==> config.mk <==
export PLATFORM = sky130hd
export DESIGN_NAME = trbb_minmax
export DESIGN_NICKNAME = d
export VERILOG_FILES = /design/src/design/trbb_pkg.sv /design/src/design/trbb_minmax.sv
export SDC_FILE = /design/constraint.sdc
export NUM_CORES = 1
export LEC_CHECK = 0
export BUFFER_PORTS_ARGS = -buffer_cell sky130_fd_sc_hd__buf_2
export CAP_MARGIN = 10
export CORE_MARGIN = 4
export CORE_UTILIZATION = 57
export DETAILED_ROUTE_END_ITERATION = 8
export GPL_TIMING_DRIVEN = 0
export PLACE_DENSITY = 0.85
export SLEW_MARGIN = 20
export SYNTH_ARGS = -nofsm -noshare
export SYNTH_HDL_FRONTEND = slang
export SYNTH_SLANG_ARGS = --single-unit
==> constraint.sdc <==
create_clock -name i_clk -period 3.74 [get_ports i_clk]
set_clock_uncertainty 0.2 [all_clocks]
set_input_delay 0.748 -clock i_clk [delete_from_list [all_inputs] [get_ports i_clk]]
set_output_delay 0.748 -clock i_clk [all_outputs]
set_load 0.05 [all_outputs]
==> src/design/trbb_pkg.sv <==
// Types, constants and saturation helpers for the transformed rectangle box unit
package trbb_pkg;

    localparam int FRAC_BITS = 16;
    localparam int N_CORNERS = 4;
    localparam int N_COMP    = 3;
    localparam int DIV_STEPS = 32;
    // pre-stages (abs, range check) + steps + final clamp
    localparam int DIV_LAT   = DIV_STEPS + 3;

    localparam logic signed [31:0] Q_MAX = 32'sh7FFF_FFFF;
    localparam logic signed [31:0] Q_MIN = 32'sh8000_0000;

    typedef enum logic [1:0] {
        CFG_RECT_MIN_X = 2'd0,
        CFG_RECT_MAX_X = 2'd1,
        CFG_RECT_MIN_Z = 2'd2,
        CFG_RECT_MAX_Z = 2'd3
    } t_cfg_idx;

    typedef struct packed {
        logic signed [31:0] r0c0;
        logic signed [31:0] r0c1;
        logic signed [31:0] r0c2;
        logic signed [31:0] r0c3;
        logic signed [31:0] r2c0;
        logic signed [31:0] r2c1;
        logic signed [31:0] r2c2;
        logic signed [31:0] r2c3;
        logic signed [31:0] r3c0;
        logic signed [31:0] r3c1;
        logic signed [31:0] r3c2;
        logic signed [31:0] r3c3;
    } t_in;

    typedef struct packed {
        logic signed [31:0] box_min_x;
        logic signed [31:0] box_min_y;
        logic signed [31:0] box_min_z;
        logic signed [31:0] box_max_x;
        logic signed [31:0] box_max_y;
        logic signed [31:0] box_max_z;
        logic               degenerate;
    } t_out;

    // Control travelling beside the divider lanes
    typedef struct packed {
        logic valid;
        logic degen;
    } t_ctl;

    // Signed 64-bit add, saturating
    function automatic logic signed [63:0] sat_add64(input logic signed [63:0] a,
                                                      input logic signed [63:0] b);
        logic signed [64:0] s;
        s = 65'(a) + 65'(b);
        if (s[64] != s[63]) begin
            sat_add64 = s[64] ? {1'b1, 63'd0} : {1'b0, {63{1'b1}}};
        end else begin
            sat_add64 = s[63:0];
        end
    endfunction

    // Signed 64 to 32 clamp
    function automatic logic signed [31:0] clamp32(input logic signed [63:0] v);
        if (v > 64'(Q_MAX)) begin
            clamp32 = Q_MAX;
        end else if (v < 64'(Q_MIN)) begin
            clamp32 = Q_MIN;
        end else begin
            clamp32 = v[31:0];
        end
    endfunction

endpackage

==> src/design/trbb_minmax.sv <==
// Two-stage min/max reduction over the corners, with zero-w override
module trbb_minmax (
    input  logic               i_clk,
    input  logic               i_rst_n,
    input  logic               i_en,
    input  trbb_pkg::t_ctl     i_ctl,
    input  logic signed [31:0] i_q [trbb_pkg::N_CORNERS][trbb_pkg::N_COMP],
    output logic               o_valid,
    output trbb_pkg::t_out     o_data
);

    logic               r1_vld, r1_degen, r2_vld;
    logic signed [31:0] r1_lo [2][trbb_pkg::N_COMP];
    logic signed [31:0] r1_hi [2][trbb_pkg::N_COMP];
    trbb_pkg::t_out     r2_data;
    trbb_pkg::t_out     n2_data;
    logic signed [31:0] n_lo [trbb_pkg::N_COMP];
    logic signed [31:0] n_hi [trbb_pkg::N_COMP];

    // final pair and zero-w override
    always_comb begin
        for (int c = 0; c < trbb_pkg::N_COMP; c++) begin
            n_lo[c] = (r1_lo[1][c] < r1_lo[0][c]) ? r1_lo[1][c] : r1_lo[0][c];
            n_hi[c] = (r1_hi[1][c] > r1_hi[0][c]) ? r1_hi[1][c] : r1_hi[0][c];
        end
        if (r1_degen) begin
            n2_data = '0;
            n2_data.degenerate = 1'b1;
        end else begin
            n2_data.box_min_x  = n_lo[0];
            n2_data.box_min_y  = n_lo[1];
            n2_data.box_min_z  = n_lo[2];
            n2_data.box_max_x  = n_hi[0];
            n2_data.box_max_y  = n_hi[1];
            n2_data.box_max_z  = n_hi[2];
            n2_data.degenerate = 1'b0;
        end
    end

    always_ff @(posedge i_clk) begin
        if (!i_rst_n) begin
            r1_vld <= 1'b0;
            r2_vld <= 1'b0;
        end else if (i_en) begin
            r1_vld <= i_ctl.valid;
            r2_vld <= r1_vld;
        end
    end

    // first pair stage: corners 0/1 and 2/3
    always_ff @(posedge i_clk) begin
        if (i_en) begin
            for (int p = 0; p < 2; p++) begin
                for (int c = 0; c < trbb_pkg::N_COMP; c++) begin
                    r1_lo[p][c] <= (i_q[2*p+1][c] < i_q[2*p][c]) ? i_q[2*p+1][c]
                                                                 : i_q[2*p][c];
                    r1_hi[p][c] <= (i_q[2*p+1][c] > i_q[2*p][c]) ? i_q[2*p+1][c]
                                                                 : i_q[2*p][c];
                end
            end
            r1_degen <= i_ctl.degen;
            r2_data  <= n2_data;
        end
    end

    assign o_valid = r2_vld;
    assign o_data  = r2_data;

endmodule

# --- Word level (Yosys, flattened, before mapping) ---
# Memory sizes are Yosys's and may differ from the RTL's.
# Index checks and enable logic that the tools add are counted.
word_totals:
  latchBits: 0
  out_inout_bits: 194
  n_memories: 2
  regBits: 196
  wordCells: 51
  romBits: 0
  ramBits: 384
classes:
  bitwise_logic: 0
  n_mul: 0
  n_reduce_logical: 0
  div: 0
  mux: 21
  eq_ne: 0
  shifts: 0
  magnitude_cmp: 18
  addsub: 0
mem_list:
  columns: ["memory", "depth", "width", "rd", "rd_ports_with_merged_regs", "write_ports", "line", "rtl"]
  rows:
  - ["r1_hi", 2, 96, 2, 0, 2, "trbb_minmax.sv:14", "logic signed [31:0] r1_hi [2][trbb_pkg::N_COMP];"]
  - ["r1_lo", 2, 96, 2, 0, 2, "trbb_minmax.sv:13", "logic signed [31:0] r1_lo [2][trbb_pkg::N_COMP];"]
ops:
  columns: ["operator", "count"]
  rows:
  - ["$mux W32", 18]
  - ["$gt A32 B32 Y1", 9]
  - ["$lt A32 B32 Y1", 9]
  - ["$mux W1", 3]

# --- Depth between registers and ports, before layout ---
# Gate-level depths: netlist of run 1.
# An unclocked memory read counts as a cell.
depth:
  word_depth: 3
  depth_mapped: 12
  mapped_depth_nobuf: 9

# --- Least setup slack after synthesis of run 1 ---
# No wires, ideal clock.
synth_path:
  path_kind: "in2reg"
  start: "in i_q[377] (netlist bit)"
  end: "mem r1_hi[0][65] (netlist bit) (data pin)"
  t_arrival_ns: 3.094
  setup_time_ns: 0.262
  setup_slack_ns: 0.184
  n_path_buf: 1
  cell_stages: 10
  path_cell_list: "inv_1 -> ha_1 -> a21o_1 -> a221o_1 -> a221o_1 -> and2_1 -> nor4_4 -> a41o_2 -> buf_6 -> mux2_1"
synth_rtl:
  columns: ["element", "line", "rtl"]
  rows:
  - ["from (decl)", "trbb_minmax.sv:7", "input logic signed [31:0] i_q [trbb_pkg::N_CORNERS][trbb_pkg::N_COMP],"]
  - ["to (decl)", "trbb_minmax.sv:14", null]

==> out/results.ini, run 1 <==
[route]
dr.pass1.iters = 6
drc = 0
vias = 31000
routed_wl_mm = 121
wire_per_inst_um = 23.9
viasPerCell = 6.14
drt_iter0_drc = 4078
ant_nets = 0

[cells_and_area]
fin_area_mm2 = 0.0442
num-nets-final = 4893
final_common_cell = buf_2
drive_above_1_share_pct = 23.4
fin_util_pct = 68.2
fin_cells = 5051
final_cell_mix = buf_2 (601), edfxtp_1 (578), inv_1 (390)
area_growth_pct = 17.6

[placed_design]
pre_cts_ws_ns = -1.34
gp_congestion = 0.967
place_area_mm2 = 0.0417
placed_cells_incl_taps = 4901
port_buffers = 582
dp_hpwl_mm = 91.7

[synth]
ys_ff_latch = 580
synth_fp_nets = 4228
synth_edf_count = 578
syn_inst = 3458
async_flop_share_pct = 0
synth_ff_type = edfxtp_1
avgSynthCellArea_um2 = 10.9
synth_cell_types = 59
netlist_area_mm2 = 0.0376
ys_seq_area_share_pct = 46.3
yosysWarnings = 0

[cts]
cts_root_buf = clkbuf_16
hold_buffers = 0
insertion_delay_ns = 0.61
cts_htree_levels = 3
clock_sinks = 580
path_clk_slew_ns = 0.06
max-clock-path-buffers = 3
cts_buffers = 66
cts_tree = yes

[floorplanning]
fp-row-count = 93
start_util_pct = 58.0
die_h_um = 265
coreArea_mm2 = 0.0648
die_x_um = 265
dieArea_mm2 = 0.0701
io_pins = 583

[timing]
finalSetupTns_ns = 0
fin_crit_ns = 3.72
maxSlewViolCount = 0
relSlewSlack_pct = 40.1
tightest_slew_ns = 0.887
min_period_over_period_pct = 99.6
hold_ws_ns = 0.130
worst_slack_ns = 0.0155
fmax_ghz = 0.268
hold_violations = 0
setup_viol = 0

[worst_setup_path]
cp-end-kind = register
worstRegToRegCells = 9
cp-endpoint = o_data[185]$_SDFFCE_PP0P_
critPathKind = register to register
timing.rr.end = o_data[185]$_SDFFCE_PP0P_
worstPathRequired_ns = 3.94
cp_max_fo = 10
arrival_ns = 3.92
rr_startpoint = r1_lo[1][91]$_DFFE_PP_
start_kind = register
reg2reg_setup_slack_ns = 0.02
startpoint = r1_lo[1][91]$_DFFE_PP_

[power_and_ir_drop]
total_power_mw = 22.4
p_leak_nw = 19.6
powerDensity_mw_per_mm2 = 507
ir_drop_v = 0.000302

[global_routing]
grt_pass1_wl_mm = 180
grt_use_total_pct = 33.2
grt_antenna_before_repair = 27
grt_pass1_vias = 30700
grt-ovfl-total = 0
grt_max_degree = 108

[worst_hold_path]
hold_class = input pin to register

[flow_run]
drv_cap = 0

[status]
run_status = completed

==> cells by family (layout without fill, tap and decap cells) <==
group	after synthesis	in the layout	share of synthesized area [%]
adders and majority gates	381	381	12.7
DFF	580	580	46.3
muxes	395	395	11.4
AOI/OAI and AO/OA	569	569	10.3
and+or+nand+nor	970	970	13.5
other	0	24	0
buffers and inverters	563	1277	5.86
==> what timing repair did <==
| action | in CTS | in global routing |
|---|---|---|
| cloned | 0 | 0 |
| gates resized for setup | 24 | 39 |
| pin swaps | 2 | 6 |
| setup endpoints to repair | 256 | 253 |
| setup buffers | 7 | 4 |
==> flip-flops by register name (all words and copies together) (netlist names) <==
| signal | flops |
|---|---|
| o_data | 193 |
| r1_hi | 192 |
| r1_lo | 192 |
| o_valid | 1 |
| r1_degen | 1 |
| r1_vld | 1 |
==> layout make-up <==
class,count,area (µm²)
antenna,24,60.1
buffer,171,762
clock buffer,80,1770
clock inverter,37,308
fill,4736,20600
inverter,390,1460
multi-input combinational,2315,18200
sequential,580,17400
tap,855,1070
timing repair buffer,599,3180
==> Yosys cell counts (all sizes together) (68+ instances only) <==
cell type	count	share of area (%)
o21ai	167	2.2
nand3	93	1.2
mux2i	133	3.5
a21oi	133	1.8
mux2	262	7.9
clkbuf	125	1.2
ha	381	13
nand2	311	3.1
nor3	75	1.0
nand4	79	1.3
nand2b	329	5.5
a221o	68	1.8
edfxtp	578	46
inv	390	3.9
==> routing by layer <==
layer,share of wire (%),up-vias,track usage (%)
met3,9.9,364,6.36
met5,0.050,-,0
met2,47,1806,54.5
met1,38,14900,42.7
li1,-,14000,-
met4,5.1,10,15.5
==> worst min-delay path by stage <==
stage | from | endpoint | slack, ns | depth (start not counted)
CTS | i_ctl[0] | r1_degen$_DFFE_PP_ | 0.10 | 1
global placement | o_valid$_SDFFE_PN0P_ | o_valid$_SDFFE_PN0P_ | 0.29 | 2
floorplan | r1_vld$_SDFFE_PN0P_ | r1_vld$_SDFFE_PN0P_ | 0.28 | 2
global route | i_ctl[0] | r1_degen$_DFFE_PP_ | 0.11 | 1
detailed placement | o_valid$_SDFFE_PN0P_ | o_valid$_SDFFE_PN0P_ | 0.32 | 2
finish | i_ctl[0] | r1_degen$_DFFE_PP_ | 0.13 | 1
==> critical path, cell delays in order, from the launching register on <==
cell	delay, ns
edfxtp_1	0.41
ha_1	0.34
nand4_1	0.20
nor3_1	0.46
nand2_1	0.14
a31oi_1	0.30
o22a_1	0.17
clkbuf_1	0.29
buf_1	0.66
mux2i_1	0.36
==> power by group <==
part           leakage [nW]  internal [mW]  total (mW)  switching (mW)
clock network          1.02           3.71        6.45            2.74
logic                  12.9           2.48        7.10            4.62
registers              5.77           8.34        8.87           0.529
total                  19.6           14.5        22.4            7.89
(Power assumes the default switching activity.)
==> inputs of run 2 (changes only) <==
Settings changed: CTS_BUF_LIST from default to sky130_fd_sc_hd__clkbuf_4 sky130_fd_sc_hd__clkbuf_8.
==> run 2 against run 1 <==
  * Routed wire length hardly changed
  * Clock-buffer cell count is 42 higher
  * Total power is 2.1% lower
  * Setup slack worse by 0.012 ns
  * Critical path depth stayed put
  * Design area is 0.19% lower
  * Sequential share of layout area is 0.076 points higher
  * Global-route usage is 0.15 points lower
  * Fmax is 0.32% lower
  * Clock power is 6.7% lower
  * Critical path type unchanged
  * Die area stayed put
==> out/results.ini, run 2 (synthesis results as in run 1) <==
[status]
run_status = completed

[route]
routed_wl_mm = 120
ant_nets = 0
dr.pass1.iters = 8
met3RoutedLength_mm = 12.0
drc = 0
viasPerCell = 6.07
topRoutingLayerUsed = met5
drt_iter0_drc = 3924
wl_met1_mm = 45.5
vias = 31100
route.met2.wl_mm = 56.8
wire_per_inst_um = 23.5

[global_routing]
grt-ovfl-total = 0
grt_max_degree = 108
grt_pass1_wl_mm = 179
grt_pass1_vias = 31000
grt_antenna_before_repair = 29
grt_use_total_pct = 33.0

[placed_design]
pre_cts_ws_ns = -1.34
gp_congestion = 0.967
port_buffers = 582
dp_hpwl_mm = 91.7
place_area_mm2 = 0.0417

[cells_and_area]
fillCellCount = 4745
largest_reg_flops = 193
area.sequential_mm2 = 0.0174
multi_input_area_mm2 = 0.0182
num-nets-final = 4928
fin_area_mm2 = 0.0441
final_common_cell = buf_2
drive_above_1_share_pct = 24.4
area_growth_pct = 17.4
final_cell_mix = buf_2 (602), edfxtp_1 (578), inv_1 (390)

[floorplanning]
start_util_pct = 58.0
die_x_um = 265
die_h_um = 265
fp-row-count = 93
dieArea_mm2 = 0.0701
io_pins = 583
coreArea_mm2 = 0.0648

[worst_setup_path]
critPathKind = register to register
worstRegToRegCells = 9
rr_startpoint = r1_hi[1][31]$_DFFE_PP_
cp-end-kind = register
timing.rr.end = o_data[10]$_SDFFCE_PP0P_
worstPathRequired_ns = 4.01
cp-endpoint = o_data[10]$_SDFFCE_PP0P_
startpoint = r1_hi[1][31]$_DFFE_PP_
arrival_ns = 4.00
cp_max_fo = 10
reg2reg_setup_slack_ns = 0.004
start_kind = register

[cts]
cts_tree = yes
cts_htree_levels = 3
clock_sinks = 580
cts_buffers = 99
insertion_delay_ns = 0.72
max-clock-path-buffers = 3
path_clk_slew_ns = 0.06
cts_root_buf = clkbuf_8

[timing]
fin_crit_ns = 3.74
fmax_ghz = 0.268
min_period_over_period_pct = 99.9
worst_slack_ns = 0.00359
maxSlewViolCount = 0
setup_viol = 0
relSlewSlack_pct = 38.5
tightest_slew_ns = 0.922
hold_violations = 0

[power_and_ir_drop]
p_leak_nw = 19.7
ir_drop_v = 0.000264
powerDensity_mw_per_mm2 = 498

[flow_run]
drv_cap = 0

[worst_hold_path]
hold_start = i_rst_n
hold_class = input pin to register

-- run 2: cell count changes in the layout (fill, tap and decap cells not counted), sizes merged --
cell,before,now
buf,637,639
inv,392,393
dlygate4sd3,0,1
bufinv,5,7
clkbuf,213,254
clkinvlp,2,3
clkinv,28,44
diode,24,25
-- run 2: repair_timing --
item	in CTS	in global routing
setup endpoints to repair	196	198
gates cloned	0	0
gates resized for setup	25	32
setup buffers	6	4
hold endpoints to repair	1	0
hold buffers	1	0
pin swaps	1	2
-- run 2: worst max-delay path, cell delays in order (launching register included) --
cell      delay, ns
edfxtp_1       0.40
ha_1           0.51
nand4_1        0.31
nor4_4         0.50
o41ai_4        0.27
o311ai_1       0.20
mux2i_2        0.32
buf_4          0.22
clkbuf_4       0.28
mux2i_1        0.34
-- run 2: stage by stage --
stage	setup TNS [ns]	total power [mW]	hold slack [ns]	utilization [%]	std cells
floorplan	0	13.4	0.282	-	3458
global placement	-4338.75	15.7	0.293	64.1	4895
detailed placement	-261.88	15.8	0.318	64.4	4901
CTS	0	21.8	0.0488	67.8	5087
global route	-0.205	22.9	0.0716	68.0	5110
finish	0	22.0	0.105	68.1	5116
-- run 2: power breakdown --
| part | switching, mW | internal [mW] |
|---|---|---|
| logic | 4.60 | 2.47 |
| registers | 0.529 | 8.34 |
| clock network | 2.81 | 3.21 |
| total | 7.94 | 14.0 |
-- run 2: how the worst min path moves through the flow --
| stage | slack [ns] | end | depth (start not counted) |
|---|---|---|---|
| final | 0.11 | o_valid$_SDFFE_PN0P_ | 2 |
| after global routing | 0.07 | o_valid$_SDFFE_PN0P_ | 2 |
| after CTS | 0.05 | o_valid$_SDFFE_PN0P_ | 2 |
| after detailed placement | 0.32 | o_valid$_SDFFE_PN0P_ | 2 |
| after global placement | 0.29 | o_valid$_SDFFE_PN0P_ | 2 |
| after floorplan | 0.28 | r1_vld$_SDFFE_PN0P_ | 2 |
-- run 2: cell type report --
cell class,count,share of cell area (%)
Antenna cell,25,0.142
Multi-Input combinational cell,2315,41.2
Buffer,173,1.74
Tap cell,855,2.43
Inverter,390,3.32
Clock inverter,57,1.07
Sequential cell,580,39.4
Timing Repair Buffer,599,7.19
Clock buffer,122,3.48
-- run 2: metal layers --
metal / global-route usage (%) / vias up
met1: 42.2 / 14900
met5: 0 / -
met4: 16.3 / 8
li1: - / 14100
met3: 6.58 / 326
met2: 54.0 / 1793
